### src/hdl/zrv_pkg.sv
package zrv_pkg;

  // Field widths fixed by the stream format
  localparam int unsigned NUM_LEAFS_W = 13;
  localparam int unsigned BYTE_W      = 8;
  localparam int unsigned LANES       = 8;
  localparam int unsigned WORD_W      = LANES * BYTE_W;
  localparam int unsigned PACK_W      = (LANES - 1) * BYTE_W;
  localparam int unsigned FILL_W      = 3;
  localparam int unsigned COUNT_W     = 4;

  // Byte written for every position of an all-visible row
  localparam logic [BYTE_W-1:0] ALL_VISIBLE = 8'hff;

  // Input kinds
  localparam logic KIND_BYTE = 1'b0;
  localparam logic KIND_ALL  = 1'b1;

  typedef enum logic {
    ST_IDLE,
    ST_BUSY
  } state_e;

  // Controller to datapath
  typedef struct packed {
    logic load;
    logic step;
  } cmd_t;

  // Datapath to controller
  typedef struct packed {
    logic run_empty;
    logic slot_free;
    logic step_ends;
  } sts_t;

endpackage

### src/hdl/zrv_in_if.sv
interface zrv_in_if;
  logic       valid;
  logic       ready;
  logic       kind;
  logic [7:0] data_byte;

  modport source (output valid, output kind, output data_byte, input ready);
  modport sink   (input valid, input kind, input data_byte, output ready);
endinterface

### src/hdl/zrv_out_if.sv
interface zrv_out_if;
  logic        valid;
  logic        ready;
  logic [63:0] out_word;
  logic [3:0]  bytes_valid;
  logic        row_done;

  modport source (output valid, output out_word, output bytes_valid, output row_done,
                  input ready);
  modport sink   (input valid, input out_word, input bytes_valid, input row_done,
                  output ready);
endinterface

### src/hdl/zrv_cfg_if.sv
interface zrv_cfg_if;
  logic        valid;
  logic        ready;
  logic [12:0] num_leafs;

  modport source (output valid, output num_leafs, input ready);
  modport sink   (input valid, input num_leafs, output ready);
endinterface

### src/hdl/zero_run_visibility_decoder_core.sv
// Zero-run visibility row decoder.
// in_i carries one compressed transaction: kind 0 with a stream byte, or
// kind 1 to request an all-visible row (data_byte ignored). A nonzero byte
// is a literal; a zero byte is a marker whose following byte expands to that
// many zero bytes, cut at the row end. out_o carries 64-bit words, first byte
// in the low bits, with the count of valid bytes; row_done marks the last
// word of each row of ceil(num_leafs/8) bytes. cfg_i writes num_leafs and is
// always ready; write it only while the decoder is idle.
// Operation: a transaction is taken while the decoder is idle, then worked;
// each work cycle places up to eight bytes (bounded by the free lanes, the
// run and the row end). A word is registered in the work cycle that fills
// it and offered in the next cycle. A finished word waits in the output
// register; while the receiver stalls with it unread, every work cycle
// waits, but a new transaction is still taken once the current one's work
// is done.
// Reset clears the row position, the packing buffer and any pending marker,
// and sets num_leafs to MAX_LEAFS.
module zero_run_visibility_decoder_core #(
  parameter int unsigned MAX_LEAFS = 4096
) (
  input  logic      clk_i,
  input  logic      rst_ni,
  zrv_in_if.sink    in_i,
  zrv_out_if.source out_o,
  zrv_cfg_if.sink   cfg_i
);
  import zrv_pkg::*;

  cmd_t cmd;
  sts_t sts;
  logic in_ready;

  assign in_i.ready  = in_ready;
  assign cfg_i.ready = 1'b1;

  zrv_ctrl u_ctrl (
    .clk_i      (clk_i),
    .rst_ni     (rst_ni),
    .in_valid_i (in_i.valid),
    .in_ready_o (in_ready),
    .sts_i      (sts),
    .cmd_o      (cmd)
  );

  zrv_datapath #(
    .MAX_LEAFS (MAX_LEAFS)
  ) u_datapath (
    .clk_i             (clk_i),
    .rst_ni            (rst_ni),
    .cmd_i             (cmd),
    .sts_o             (sts),
    .in_kind_i         (in_i.kind),
    .in_byte_i         (in_i.data_byte),
    .cfg_valid_i       (cfg_i.valid),
    .cfg_num_leafs_i   (cfg_i.num_leafs),
    .out_ready_i       (out_o.ready),
    .out_valid_o       (out_o.valid),
    .out_word_o        (out_o.out_word),
    .out_bytes_valid_o (out_o.bytes_valid),
    .out_row_done_o    (out_o.row_done)
  );

endmodule

### src/hdl/zrv_datapath.sv
module zrv_datapath #(
  parameter int unsigned MAX_LEAFS = 4096
) (
  input  logic                                clk_i,
  input  logic                                rst_ni,
  input  zrv_pkg::cmd_t                       cmd_i,
  output zrv_pkg::sts_t                       sts_o,
  input  logic                                in_kind_i,
  input  logic [zrv_pkg::BYTE_W-1:0]          in_byte_i,
  input  logic                                cfg_valid_i,
  input  logic [zrv_pkg::NUM_LEAFS_W-1:0]     cfg_num_leafs_i,
  input  logic                                out_ready_i,
  output logic                                out_valid_o,
  output logic [zrv_pkg::WORD_W-1:0]          out_word_o,
  output logic [zrv_pkg::COUNT_W-1:0]         out_bytes_valid_o,
  output logic                                out_row_done_o
);
  import zrv_pkg::*;

  localparam int unsigned LEN_W = $clog2(MAX_LEAFS / 8 + 1);
  localparam int unsigned RUN_W = (LEN_W > BYTE_W) ? LEN_W : BYTE_W;

  logic [NUM_LEAFS_W-1:0] num_leafs_q;
  logic                   awaiting_q, awaiting_d;
  logic [LEN_W-1:0]       row_cnt_q, row_cnt_d;
  logic [PACK_W-1:0]      pack_q, pack_d;
  logic [FILL_W-1:0]      fill_q, fill_d;
  logic [RUN_W-1:0]       run_q, run_d;
  logic [BYTE_W-1:0]      value_q, value_d;
  logic                   out_valid_q, out_valid_d;
  logic [WORD_W-1:0]      out_word_q, out_word_d;
  logic [COUNT_W-1:0]     out_cnt_q, out_cnt_d;
  logic                   out_done_q, out_done_d;

  logic [NUM_LEAFS_W-1:0] leafs_clamped;
  logic [LEN_W-1:0]       row_len;
  logic [LEN_W-1:0]       row_rem;
  logic [COUNT_W-1:0]     room;
  logic [COUNT_W-1:0]     take;
  logic [COUNT_W-1:0]     new_fill;
  logic [WORD_W-1:0]      word;
  logic                   last;
  logic                   emit;
  logic                   slot_free;

  // Clamp the leaf count and form the row length in bytes
  always_comb begin
    if (num_leafs_q == '0) begin
      leafs_clamped = NUM_LEAFS_W'(1);
    end else if (num_leafs_q > NUM_LEAFS_W'(MAX_LEAFS)) begin
      leafs_clamped = NUM_LEAFS_W'(MAX_LEAFS);
    end else begin
      leafs_clamped = num_leafs_q;
    end
    row_len = LEN_W'(({1'b0, leafs_clamped} + (NUM_LEAFS_W + 1)'(7)) >> 3);
  end

  // Chunk size: bounded by the run, the free lanes and the rest of the row
  always_comb begin
    room    = COUNT_W'(LANES) - {1'b0, fill_q};
    row_rem = (row_cnt_q >= row_len) ? LEN_W'(1) : row_len - row_cnt_q;
    take    = room;
    if (run_q < RUN_W'(take)) begin
      take = 4'(run_q);
    end
    if (RUN_W'(row_rem) < RUN_W'(take)) begin
      take = 4'(row_rem);
    end
    new_fill = {1'b0, fill_q} + take;
    last     = (RUN_W'(row_rem) == RUN_W'(take));
    emit     = new_fill[COUNT_W-1] || last;
  end

  // Place the chunk into its byte lanes
  always_comb begin
    word = {{BYTE_W{1'b0}}, pack_q};
    for (int i = 0; i < LANES; i++) begin
      if ((4'(i) >= {1'b0, fill_q}) && (4'(i) < new_fill)) begin
        word[BYTE_W*i +: BYTE_W] = value_q;
      end
    end
  end

  assign slot_free = !out_valid_q || out_ready_i;

  assign sts_o.run_empty = (run_q == '0);
  assign sts_o.slot_free = slot_free;
  assign sts_o.step_ends = last || (run_q == RUN_W'(take));

  // Next-state logic for the decode state and the output register
  always_comb begin
    awaiting_d  = awaiting_q;
    row_cnt_d   = row_cnt_q;
    pack_d      = pack_q;
    fill_d      = fill_q;
    run_d       = run_q;
    value_d     = value_q;
    out_valid_d = out_valid_q && !out_ready_i;
    out_word_d  = out_word_q;
    out_cnt_d   = out_cnt_q;
    out_done_d  = out_done_q;

    if (cmd_i.load) begin
      if (in_kind_i == KIND_ALL) begin
        // Abandon the partial row and start a full row of visible bytes
        awaiting_d = 1'b0;
        row_cnt_d  = '0;
        pack_d     = '0;
        fill_d     = '0;
        run_d      = RUN_W'(row_len);
        value_d    = ALL_VISIBLE;
      end else if (awaiting_q) begin
        awaiting_d = 1'b0;
        run_d      = RUN_W'(in_byte_i);
        value_d    = '0;
      end else if (in_byte_i != '0) begin
        run_d   = RUN_W'(1);
        value_d = in_byte_i;
      end else begin
        awaiting_d = 1'b1;
        run_d      = '0;
      end
    end else if (cmd_i.step) begin
      if (emit) begin
        out_valid_d = 1'b1;
        out_word_d  = word;
        out_cnt_d   = new_fill;
        out_done_d  = last;
        pack_d      = '0;
        fill_d      = '0;
      end else begin
        pack_d = word[PACK_W-1:0];
        fill_d = new_fill[FILL_W-1:0];
      end
      if (last) begin
        // Close the row and drop what is left of the run
        row_cnt_d  = '0;
        awaiting_d = 1'b0;
        run_d      = '0;
      end else begin
        row_cnt_d = row_cnt_q + LEN_W'(take);
        run_d     = run_q - RUN_W'(take);
      end
    end
  end

  // Control and decode state
  always_ff @(posedge clk_i or negedge rst_ni) begin
    if (!rst_ni) begin
      num_leafs_q <= NUM_LEAFS_W'(MAX_LEAFS);
      awaiting_q  <= 1'b0;
      row_cnt_q   <= '0;
      pack_q      <= '0;
      fill_q      <= '0;
      run_q       <= '0;
      out_valid_q <= 1'b0;
    end else begin
      if (cfg_valid_i) begin
        num_leafs_q <= cfg_num_leafs_i;
      end
      awaiting_q  <= awaiting_d;
      row_cnt_q   <= row_cnt_d;
      pack_q      <= pack_d;
      fill_q      <= fill_d;
      run_q       <= run_d;
      out_valid_q <= out_valid_d;
    end
  end

  // Payload registers
  always_ff @(posedge clk_i) begin
    value_q    <= value_d;
    out_word_q <= out_word_d;
    out_cnt_q  <= out_cnt_d;
    out_done_q <= out_done_d;
  end

  assign out_valid_o       = out_valid_q;
  assign out_word_o        = out_word_q;
  assign out_bytes_valid_o = out_cnt_q;
  assign out_row_done_o    = out_done_q;

endmodule

### src/hdl/zrv_ctrl.sv
module zrv_ctrl (
  input  logic          clk_i,
  input  logic          rst_ni,
  input  logic          in_valid_i,
  output logic          in_ready_o,
  input  zrv_pkg::sts_t sts_i,
  output zrv_pkg::cmd_t cmd_o
);
  import zrv_pkg::*;

  state_e state_q, state_d;

  // State register
  always_ff @(posedge clk_i or negedge rst_ni) begin
    if (!rst_ni) begin
      state_q <= ST_IDLE;
    end else begin
      state_q <= state_d;
    end
  end

  // Take one transaction, then advance its run chunk by chunk
  always_comb begin
    state_d    = state_q;
    in_ready_o = 1'b0;
    cmd_o      = '0;
    case (state_q)
      ST_IDLE: begin
        in_ready_o = 1'b1;
        if (in_valid_i) begin
          cmd_o.load = 1'b1;
          state_d    = ST_BUSY;
        end
      end
      ST_BUSY: begin
        if (sts_i.run_empty) begin
          state_d = ST_IDLE;
        end else if (sts_i.slot_free) begin
          cmd_o.step = 1'b1;
          if (sts_i.step_ends) begin
            state_d = ST_IDLE;
          end
        end
      end
      default: begin
        state_d = ST_IDLE;
      end
    endcase
  end

endmodule

### src/flat_wrapper.sv
// flat-port wrapper written by rule: the top's interface ports become plain ports
module zero_run_visibility_decoder_core_flat import zrv_pkg::*;
#(
  parameter int unsigned MAX_LEAFS = 4096
)
  (clk_i, rst_ni, in_i_valid, in_i_kind, in_i_data_byte, in_i_ready, out_o_valid, out_o_out_word, out_o_bytes_valid, out_o_row_done, out_o_ready, cfg_i_valid, cfg_i_num_leafs, cfg_i_ready);
  zrv_in_if in_i_i ();
  zrv_out_if out_o_i ();
  zrv_cfg_if cfg_i_i ();
  input  logic clk_i;
  input  logic rst_ni;
  input wire logic [$bits(in_i_i.valid)-1:0] in_i_valid;
  input wire logic [$bits(in_i_i.kind)-1:0] in_i_kind;
  input wire logic [$bits(in_i_i.data_byte)-1:0] in_i_data_byte;
  output wire logic [$bits(in_i_i.ready)-1:0] in_i_ready;
  output wire logic [$bits(out_o_i.valid)-1:0] out_o_valid;
  output wire logic [$bits(out_o_i.out_word)-1:0] out_o_out_word;
  output wire logic [$bits(out_o_i.bytes_valid)-1:0] out_o_bytes_valid;
  output wire logic [$bits(out_o_i.row_done)-1:0] out_o_row_done;
  input wire logic [$bits(out_o_i.ready)-1:0] out_o_ready;
  input wire logic [$bits(cfg_i_i.valid)-1:0] cfg_i_valid;
  input wire logic [$bits(cfg_i_i.num_leafs)-1:0] cfg_i_num_leafs;
  output wire logic [$bits(cfg_i_i.ready)-1:0] cfg_i_ready;
  assign in_i_i.valid = in_i_valid;
  assign in_i_i.kind = in_i_kind;
  assign in_i_i.data_byte = in_i_data_byte;
  assign in_i_ready = in_i_i.ready;
  assign out_o_valid = out_o_i.valid;
  assign out_o_out_word = out_o_i.out_word;
  assign out_o_bytes_valid = out_o_i.bytes_valid;
  assign out_o_row_done = out_o_i.row_done;
  assign out_o_i.ready = out_o_ready;
  assign cfg_i_i.valid = cfg_i_valid;
  assign cfg_i_i.num_leafs = cfg_i_num_leafs;
  assign cfg_i_ready = cfg_i_i.ready;
  zero_run_visibility_decoder_core #(.MAX_LEAFS(MAX_LEAFS)) u_core (.clk_i(clk_i), .rst_ni(rst_ni), .in_i(in_i_i), .out_o(out_o_i), .cfg_i(cfg_i_i));
endmodule
### config.mk
export PLATFORM = sky130hd
export DESIGN_NAME = zero_run_visibility_decoder_core_flat
export DESIGN_NICKNAME = d
export VERILOG_FILES = /design/src/hdl/zrv_pkg.sv /design/src/hdl/zrv_in_if.sv /design/src/hdl/zrv_out_if.sv /design/src/hdl/zrv_cfg_if.sv /design/src/hdl/zero_run_visibility_decoder_core.sv /design/src/hdl/zrv_datapath.sv /design/src/hdl/zrv_ctrl.sv /design/src/flat_wrapper.sv
export SDC_FILE = /design/constraint.sdc
export NUM_CORES = 1
export LEC_CHECK = 0
export BUFFER_PORTS_ARGS = -buffer_cell sky130_fd_sc_hd__buf_4
export CORE_MARGIN = 8
export CORE_UTILIZATION = 55
export DETAILED_ROUTE_END_ITERATION = 10
export GPL_TIMING_DRIVEN = 0
export HOLD_SLACK_MARGIN = 0.06
export PLACE_DENSITY = 0.83
export SLEW_MARGIN = 10
export SYNTH_ARGS = -nofsm -noshare
export SYNTH_HDL_FRONTEND = slang
export SYNTH_SLANG_ARGS = --single-unit
### constraint.sdc
create_clock -name clk_i -period 12.8 [get_ports clk_i]
set_input_delay 2.56 -clock clk_i [delete_from_list [all_inputs] [get_ports clk_i]]
set_output_delay 2.56 -clock clk_i [all_outputs]
set_load 0.01 [all_outputs]
==> results.cfg, run 1 <==
[placed_design]
place_congestion = 0.902
dpl.hpwl_um = 15800
port_buffers = 96
placed_cells = 1052

[clocking]
cts_buffers = 17
path_clk_slew_ns = 0.07
postCtsSetupBuffers = 0
cts-root-buf = clkbuf_16
clock-sinks = 172
clock_latency_ns = 0.44
cts_resized = 0
cts_tree = built
htree_levels = 4
clk_path_buf_depth = 2
cts_hold_buf = 0

[yosys]
synth_seq_cells = 172
synth_area_per_cell_um2 = 12.1
synth_flop_cell = dfrtp_1
synth_nets = 799
synth-edff-count = 77
yosysSeqAreaShare_pct = 52.5
async_reset_ff_share_pct = 55.2
yosysUniqueCellTypes = 69
syn_inst = 737
netlist_area_um2 = 8940
yosys_warnings = 0

[route]
dr.max_layer_used = met4
wl_met3_um = 1620
met1_length_um = 9170
wl_met2_um = 11000
drc = 0
drtAntennaViolNets = 0
via_count = 6533
drtPass1Iterations = 5
via_per_inst = 6.02
routed_wirelength_um = 22400
drtIter0Drc = 608
wl_per_cell_um = 20.6

[worst_setup_path]
worst-setup-path-type = reg2reg
path_max_fanout = 9
start_kind = flip-flop
crit_arrival_ns = 8.35
cp.required_ns = 13.16
critPathCaptureType = flip-flop

[flow_run]
maxCapViolCount = 0

[timing]
slew_headroom_pct = 47.2
setup_tns_ns = 0
tightest_slew_ns = 0.790
setup_viol = 0
fin_crit_sh_pct = 62.4
finClkSkew_ns = 0.0109
rsz0062_at_grt = false
period_minus_slack_ns = 7.99
fmax_mhz = 125
slew_viol_final = 0
final_hold_viol_count = 0

[layout]
fin_cells = 1085
final_layout_size_suffix_gt1_share_pct = 28.5
area_delta_synth_final_pct = 18.8
nNetsFinal = 918
n_antenna_cell = 0
layout_common_cells = 97 x buf_4, 94 x dfrtp_1, 77 x edfxtp_1
layout_commonest_cell = buf_4
final_util_pct = 66.9

[die]
die_y_um = 143
design.core.area_um2 = 15900
dieArea_um2 = 20600
io_pins = 99
start_util_pct = 56.3
dieWidth_um = 143
row_count = 46

[worst_hold_path]
min_path_type = reg2reg

[grt]
antenna_found_initial = 0
grt_pass1_vias = 6543
grt_overflow = 0
grt_pass1_wl_um = 35100
grtUsageTotal_pct = 22.2
grt_max_degree = 96

[outcome]
status = finished clean
## worst max-delay path, stage by stage, from the launching register on
cell      delay [ns]
dfrtp_1         0.37
or3_1           0.40
nor2_1          0.15
nand3_1         0.10
and2_1          0.20
nor2_1          0.32
inv_1           0.11
fa_1            0.46
nand2b_1        0.19
a211oi_1        0.33
nor3_1          0.15
nor2_1          0.52
and2_1          0.26
ha_1            0.25
a211oi_1        0.22
nand2_1         0.10
o31a_1          0.27
a21oi_4         0.24
nor2_1          0.06
a31oi_1         0.32
ha_1            0.24
inv_1           0.05
fa_1            0.38
xor2_1          0.66
o21ai_0         0.36
and2_1          0.30
o31ai_2         0.64
a22o_1          0.26
## flip-flops by register name, summed over array words and instances (netlist names), 3 cells and up
name	cells
u_core.u_datapath.out_word_o	64
u_core.u_datapath.pack_q	56
u_core.u_datapath.num_leafs_q	13
u_core.u_datapath.row_cnt_q	10
u_core.u_datapath.run_q	10
u_core.u_datapath.value_q	8
u_core.u_datapath.out_bytes_valid_o	4
u_core.u_datapath.fill_q	3
## path summary, 6_finish.rpt
kind | to | slack, ns | startpoint | cells after the start
max in group asynchronous | u_core.u_datapath.pack_q[34] | 10.19 | rst_ni | 2
min reg2reg | u_core.u_datapath.pack_q[23] | 0.49 | u_core.u_datapath.pack_q[23] | 1
min | u_core.u_datapath.pack_q[23] | 0.49 | u_core.u_datapath.pack_q[23] | 1
max | u_core.u_datapath.pack_q[17] | 4.81 | u_core.u_datapath.num_leafs_q[2] | 27
max reg2reg | u_core.u_datapath.pack_q[17] | 4.81 | u_core.u_datapath.num_leafs_q[2] | 27
min in group asynchronous | u_core.u_datapath.num_leafs_q[5] | 1.97 | rst_ni | 1
## routing by layer
| metal | up-vias | global-route usage (%) |
|---|---|---|
| met1 | 3222 | 26.9 |
| met2 | 279 | 37.3 |
| met3 | 48 | 5.67 |
| met4 | 0 | 8.85 |
| met5 | - | 0 |
| li1 | 2984 | - |
## stage by stage
| step | worst slack, ns | instance area, µm² | hold slack [ns] |
|---|---|---|---|
| final | 4.81 | 10600 | 0.494 |
| after floorplan | 3.56 | 8940 | 0.451 |
| after detailed placement | 4.97 | 10000 | 0.470 |
| after CTS | 4.92 | 10600 | 0.489 |
| after global routing | 4.23 | 10600 | 0.515 |
| after global placement | 1.32 | 9930 | 0.467 |
## cell usage after synthesis, types with 3 or more instances
cell / count / share of area, %
nor3_1: 5 / 0.28
o22ai_1: 8 / 0.56
nor2_1: 43 / 1.8
clkbuf_1: 21 / 0.88
o21ai_4: 4 / 0.73
nand4_1: 5 / 0.35
nand2_1: 47 / 2.0
a21oi_1: 22 / 1.2
a211o_1: 3 / 0.29
mux2_2: 70 / 8.8
inv_1: 31 / 1.3
or2_2: 9 / 0.63
fa_1: 4 / 0.90
nor2b_1: 6 / 0.42
a21o_1: 20 / 1.7
dfrtp_1: 94 / 26
and2_1: 16 / 1.1
a22o_1: 53 / 5.2
nand2b_1: 5 / 0.35
o21ai_0: 24 / 1.3
nor4_1: 5 / 0.35
o31ai_4: 4 / 0.95
o21a_1: 5 / 0.42
xnor2_1: 19 / 1.9
a211oi_1: 4 / 0.34
a31oi_1: 5 / 0.35
edfxtp_1: 77 / 26
or3_1: 3 / 0.21
mux2i_1: 6 / 0.67
xor2_1: 7 / 0.69
ha_1: 31 / 4.3
o211ai_1: 7 / 0.59
a21oi_4: 4 / 0.73
nand3_1: 8 / 0.45
buf_2: 6 / 0.34
and3_1: 11 / 0.77
## cell families after synthesis
logic type,share of synthesized area (%)
adders and majority gates,5.24
DFF,52.5
and+or+nand+nor,9.24
other,0.0420
xor gates and xnor gates,2.73
AOI/OAI and AO/OA,17.5
muxes,9.62
buffers and inverters,3.18
## final cells by class
cell class	count	area, µm²
Buffer	34	160
Clock buffer	17	425
Clock inverter	15	149
Fill cell	1196	5260
Inverter	33	124
Multi-Input combinational cell	498	3980
Sequential cell	172	4690
Tap cell	216	270
Timing Repair Buffer	100	827
Power of run 1 is left out: the tool's default activity adds up to more than one toggle a clock period on the data nets, which glitch-free logic cannot reach.
==> run 2: changes to the inputs <==
--- a/config.mk
+++ b/config.mk
@@ -5,13 +5,14 @@
 export SDC_FILE = /design/constraint.sdc
 export NUM_CORES = 1
 export LEC_CHECK = 0
+export ABC_AREA = 1
 export BUFFER_PORTS_ARGS = -buffer_cell sky130_fd_sc_hd__buf_4
 export CORE_MARGIN = 8
-export CORE_UTILIZATION = 55
+export CORE_UTILIZATION = 54
 export DETAILED_ROUTE_END_ITERATION = 10
 export GPL_TIMING_DRIVEN = 0
 export HOLD_SLACK_MARGIN = 0.06
-export PLACE_DENSITY = 0.83
+export PLACE_DENSITY = 0.84
 export SLEW_MARGIN = 10
 export SYNTH_ARGS = -nofsm -noshare
 export SYNTH_HDL_FRONTEND = slang
==> constraint.sdc (replaced) <==
create_clock -name clk_i -period 7.3 [get_ports clk_i]
set_input_delay 1.46 -clock clk_i [delete_from_list [all_inputs] [get_ports clk_i]]
set_output_delay 1.46 -clock clk_i [all_outputs]
set_load 0.01 [all_outputs]
==> results.cfg, run 2 <==
[worst_setup_path]
cp.required_ns = 7.49
path_max_fanout = 18
worstSetupStartpoint = u_core.u_datapath.num_leafs_q[7]
max_stage_delay_ns = 0.37
timing.rr.start = u_core.u_datapath.num_leafs_q[7]
worst-setup-path-type = reg2reg
critPathCaptureType = flip-flop
crit_arrival_ns = 7.06
cp_num_buf_inv = 9
cpLargestDelayFamily = simple AND/OR/NAND/NOR gates
worst_path_max_delay_cell = dfrtp_1
start_kind = flip-flop

[yosys]
synth_flop_cell = dfrtp_1
synth_nets = 1199
yosys_warnings = 0
async_reset_ff_share_pct = 55.2
syn_inst = 1137
netlist_area_um2 = 9390
synth.most_common_cell = nand2_1
synth_top_area_share_pct = 25.1
yosysTopAreaCell = dfrtp_1
synth_area_per_cell_um2 = 8.26
yosysSeqAreaShare_pct = 50.0
yosysUniqueCellTypes = 49
synthTopCellsByArea = dfrtp_1 25%, edfxtp_1 25%, nand2_1 17%
yosys-top-cells-count = 434 x nand2_1, 112 x inv_1, 106 x nand3_1
synth_seq_cells = 172
synth-edff-count = 77

[worst_hold_path]
hp-start = u_core.u_datapath.pack_q[21]
min_path_type = reg2reg

[timing]
slew_viol_final = 0
finClkSkew_ns = 0.0101
period_minus_slack_ns = 6.88
final_hold_viol_count = 0
fmax_mhz = 145
slew_headroom_pct = 49.2
tightest_slew_ns = 0.756
fin_crit_sh_pct = 94.2
setup_viol = 0
hold_ws_ns = 0.480

[layout]
final_layout_size_suffix_gt1_share_pct = 17.0
nNetsFinal = 1318
layout_commonest_cell = nand2_1
n_antenna_cell = 0
finalInstanceArea_um2 = 11200
fin_cells = 1494
layout_common_cells = 433 x nand2_1, 111 x inv_1, 105 x nand3_1
largest_register_ffs = 64
layout.filler_cells = 1367
area_delta_synth_final_pct = 18.9
register_area_um2 = 4690
multi_input_comb_area_um2 = 4140

[grt]
grt_pass1_wl_um = 38500
grtUsageTotal_pct = 21.8
grt_pass1_vias = 7979
antenna_found_initial = 0
grt_max_degree = 96
grt_overflow = 0

[route]
wl_per_cell_um = 15.9
drtAntennaViolNets = 0
drc = 0
via_per_inst = 5.47
dr.max_layer_used = met4
drtIter0Drc = 922
drtPass1Iterations = 6
via_count = 8178
wl_met3_um = 1970
met1_length_um = 9030
routed_wirelength_um = 23800
wl_met2_um = 12100

[clocking]
clock-sinks = 172
clk_path_buf_depth = 2
htree_levels = 4
cts-root-buf = clkbuf_16
cts_tree = built
cts_buffers = 17
clock_latency_ns = 0.44
path_clk_slew_ns = 0.07
postCtsSetupBuffers = 0

[die]
row_count = 48
dieArea_um2 = 21900
design.core.area_um2 = 17200
start_util_pct = 54.7
die_y_um = 148
dieWidth_um = 148
io_pins = 99

[placed_design]
placed_cells = 1459
port_buffers = 97
dpl.hpwl_um = 16500
place_congestion = 0.890
dpl_cell_area_um2 = 10400

[flow_run]
maxCapViolCount = 0

[outcome]
status = finished clean
-- run 2: path summary, 6_finish.rpt --
kind                       slack (ns)                                 to  depth (start not counted)
hold / removal                   0.48       u_core.u_datapath.pack_q[21]                          2
min in group asynchronous        0.81       u_core.u_datapath.pack_q[45]                          1
hold reg to reg                  0.48       u_core.u_datapath.pack_q[21]                          2
setup reg to reg                 0.42   u_core.u_datapath.out_word_o[24]                         38
setup / recovery                 0.42   u_core.u_datapath.out_word_o[24]                         38
max in group asynchronous        5.79  u_core.u_datapath.num_leafs_q[12]                          2
-- run 2: per-layer routing --
layer,vias to the layer above,track usage (%)
met4,0,8.62
met2,407,37.9
met5,-,0
met1,3800,24.8
met3,71,6.05
li1,3900,-
-- run 2: cell type report --
| class | instances | area share (%) |
|---|---|---|
| Sequential cell | 172 | 42.0 |
| Multi-Input combinational cell | 812 | 37.1 |
| Clock buffer | 18 | 3.93 |
| Buffer | 33 | 1.59 |
| Tap cell | 225 | 2.52 |
| Timing Repair inverter | 2 | 0.179 |
| Timing Repair Buffer | 98 | 6.80 |
| Inverter | 120 | 4.30 |
| Clock inverter | 14 | 1.60 |
-- run 2: cells by family (layout without fill, tap and decap cells) --
group	Yosys count	after routing	synth area share, %
AND/OR/NAND/NOR	671	671	31.6
XOR/XNOR	18	18	1.68
buffers and inverters	153	285	6.72
flip-flops	172	172	50.0
other	1	1	0.0399
AO/OA/AOI/OAI	86	86	4.92
multiplexers	1	1	0.120
adder cells (fa/ha/maj)	35	35	4.98
-- run 2: stage by stage --
step	setup slack, ns	TNS [ns]	util, %
5_1_grt	-0.0248	-0.431	65.0
3_5_place_dp	-0.404	-33.52	60.5
2_1_floorplan	0.120	0	-
6_report	0.423	0	65.0
3_3_place_gp	-1.43	-99.26	60.5
4_1_cts	0.0637	0	64.4
-- run 2: what timing repair did --
| action | 4_1_cts | 5_1_grt |
|---|---|---|
| resized for setup | 9 | 14 |
| gates cloned | 0 | 2 |
| hold buffers | 0 | 0 |
| endpoints found under the setup margin | 149 | 185 |
| hold endpoints to repair | 0 | 0 |
-- run 2: tightest hold or removal path, stage by stage, from the launching register on --
cell and delay, ns:
dfrtp_1 0.34, nand2_1 0.05, nand2_1 0.06
Power of run 2 is left out for the same reason.
==> run 3: changes to the inputs <==
--- a/config.mk
+++ b/config.mk
@@ -7,12 +7,13 @@
 export LEC_CHECK = 0
 export ABC_AREA = 1
 export BUFFER_PORTS_ARGS = -buffer_cell sky130_fd_sc_hd__buf_4
-export CORE_MARGIN = 8
-export CORE_UTILIZATION = 54
+export CORE_MARGIN = 3
+export CORE_UTILIZATION = 55
+export CTS_CLUSTER_DIAMETER = 200
 export DETAILED_ROUTE_END_ITERATION = 10
 export GPL_TIMING_DRIVEN = 0
 export HOLD_SLACK_MARGIN = 0.06
-export PLACE_DENSITY = 0.84
+export PLACE_DENSITY = 0.82
 export SLEW_MARGIN = 10
 export SYNTH_ARGS = -nofsm -noshare
 export SYNTH_HDL_FRONTEND = slang
==> constraint.sdc (replaced) <==
create_clock -name clk_i -period 8.1 [get_ports clk_i]
set_input_delay 1.62 -clock clk_i [delete_from_list [all_inputs] [get_ports clk_i]]
set_output_delay 1.62 -clock clk_i [all_outputs]
set_load 0.01 [all_outputs]
==> results.cfg, run 3 (synthesized netlist as in run 2, its figures left out) <==
[outcome]
status = finished clean

[layout]
layout_commonest_cell = nand2_1
layout_common_cells = 434 x nand2_1, 111 x inv_1, 106 x nand3_1
largest_register_ffs = 64
fin_cells = 1487
n_antenna_cell = 0
nNetsFinal = 1316
final_layout_size_suffix_gt1_share_pct = 15.9
area_delta_synth_final_pct = 17.4
final_util_pct = 66.2

[clocking]
cts-root-buf = clkbuf_16
cts_tree = built
htree_levels = 4
path_clk_slew_ns = 0.07
clk_path_buf_depth = 2
cts_buffers = 17
cts_hold_buf = 0
clock_latency_ns = 0.44
clock-sinks = 172

[die]
dieWidth_um = 137
die_y_um = 137
start_util_pct = 56.4
dieArea_um2 = 18700
row_count = 47
design.core.area_um2 = 16600
io_pins = 99

[worst_setup_path]
crit_arrival_ns = 7.56
path_max_fanout = 69
r2r_slack_ns = 0.64
critPathCaptureType = flip-flop
path_common_cell = nand2_1
cp.required_ns = 8.20
start_kind = flip-flop
worst_path_max_delay_cell = o31ai_1
worst-setup-path-type = reg2reg
max_stage_delay_ns = 0.43

[route]
via_count = 8092
drc = 0
drtIter0Drc = 903
drtPass1Iterations = 5
via_per_inst = 5.44
routed_wirelength_um = 23100
drtAntennaViolNets = 0
wl_per_cell_um = 15.5

[timing]
period_minus_slack_ns = 7.46
setup_viol = 0
hold_ws_ns = 0.482
finClkSkew_ns = 0.0117
tightest_slew_ns = 0.776
fin_crit_sh_pct = 92.1
final_hold_viol_count = 0
rsz0062_at_grt = false
setup_tns_ns = 0
slew_viol_final = 0
slew_headroom_pct = 47.9
fmax_mhz = 134

[grt]
grtUsageTotal_pct = 25.0
grt_pass1_wl_um = 36700
grt_pass1_vias = 7409
grt_overflow = 0
antenna_found_initial = 0
grt_max_degree = 96

[placed_design]
place_congestion = 0.910
placed_cells = 1454
port_buffers = 97
dpl.hpwl_um = 16600

[flow_run]
maxCapViolCount = 0

[worst_hold_path]
min_path_type = reg2reg
[run 3: area by class of cell]
| class | count | area [µm²] |
|---|---|---|
| fillers | 1315 | 5630 |
| flip-flops and latches | 172 | 4690 |
| multi-input cells | 812 | 4080 |
| repair buffers | 98 | 759 |
| inverters | 120 | 479 |
| clock buffers | 21 | 440 |
| well taps | 220 | 275 |
| plain buffers | 33 | 178 |
| clock inverters | 11 | 114 |
[run 3: repair_timing]
action                     CTS  global route
setup endpoints to repair    0           149
gates resized for setup      0             9
setup buffers                0             0
[run 3: layer usage]
| layer | vias to the layer above | global-route usage [%] | wire [µm] |
|---|---|---|---|
| li1 | 3893 | - | - |
| met1 | 3761 | 33.3 | 9270 |
| met2 | 389 | 41.6 | 11400 |
| met3 | 49 | 4.78 | 1940 |
| met4 | 0 | 7.89 | 441 |
| met5 | - | 0 | 0 |
[run 3: worst paths after layout]
check | startpoint | to | cells past startpoint
max | u_core.u_datapath.num_leafs_q[3] | u_core.u_datapath.out_word_o[30] | 39
min | u_core.u_datapath.pack_q[6] | u_core.u_datapath.pack_q[6] | 2
max reg2reg | u_core.u_datapath.num_leafs_q[3] | u_core.u_datapath.out_word_o[30] | 39
min reg2reg | u_core.u_datapath.pack_q[6] | u_core.u_datapath.pack_q[6] | 2
max in group asynchronous | rst_ni | u_core.u_datapath.num_leafs_q[12] | 2
min in group asynchronous | rst_ni | u_core.u_datapath.pack_q[43] | 1
[run 3: per-stage QoR]
stage	cell area, µm²	setup WS [ns]
floorplan	9390	0.920
global placement	10400	-0.747
detailed placement	10400	0.329
CTS	10900	0.287
global route	11000	0.0408
finish	11000	0.638
[run 3: critical path: cells and delay by family, from the launching register on]
kind / cells / cell delay, ns
and+or+nand+nor: 20 / 2.61
buffers and inverters: 10 / 1.48
adders and majority gates: 3 / 1.03
AOI/OAI and AO/OA: 6 / 1.56
DFF: 1 / 0.40
Power of run 3 is left out for the same reason.
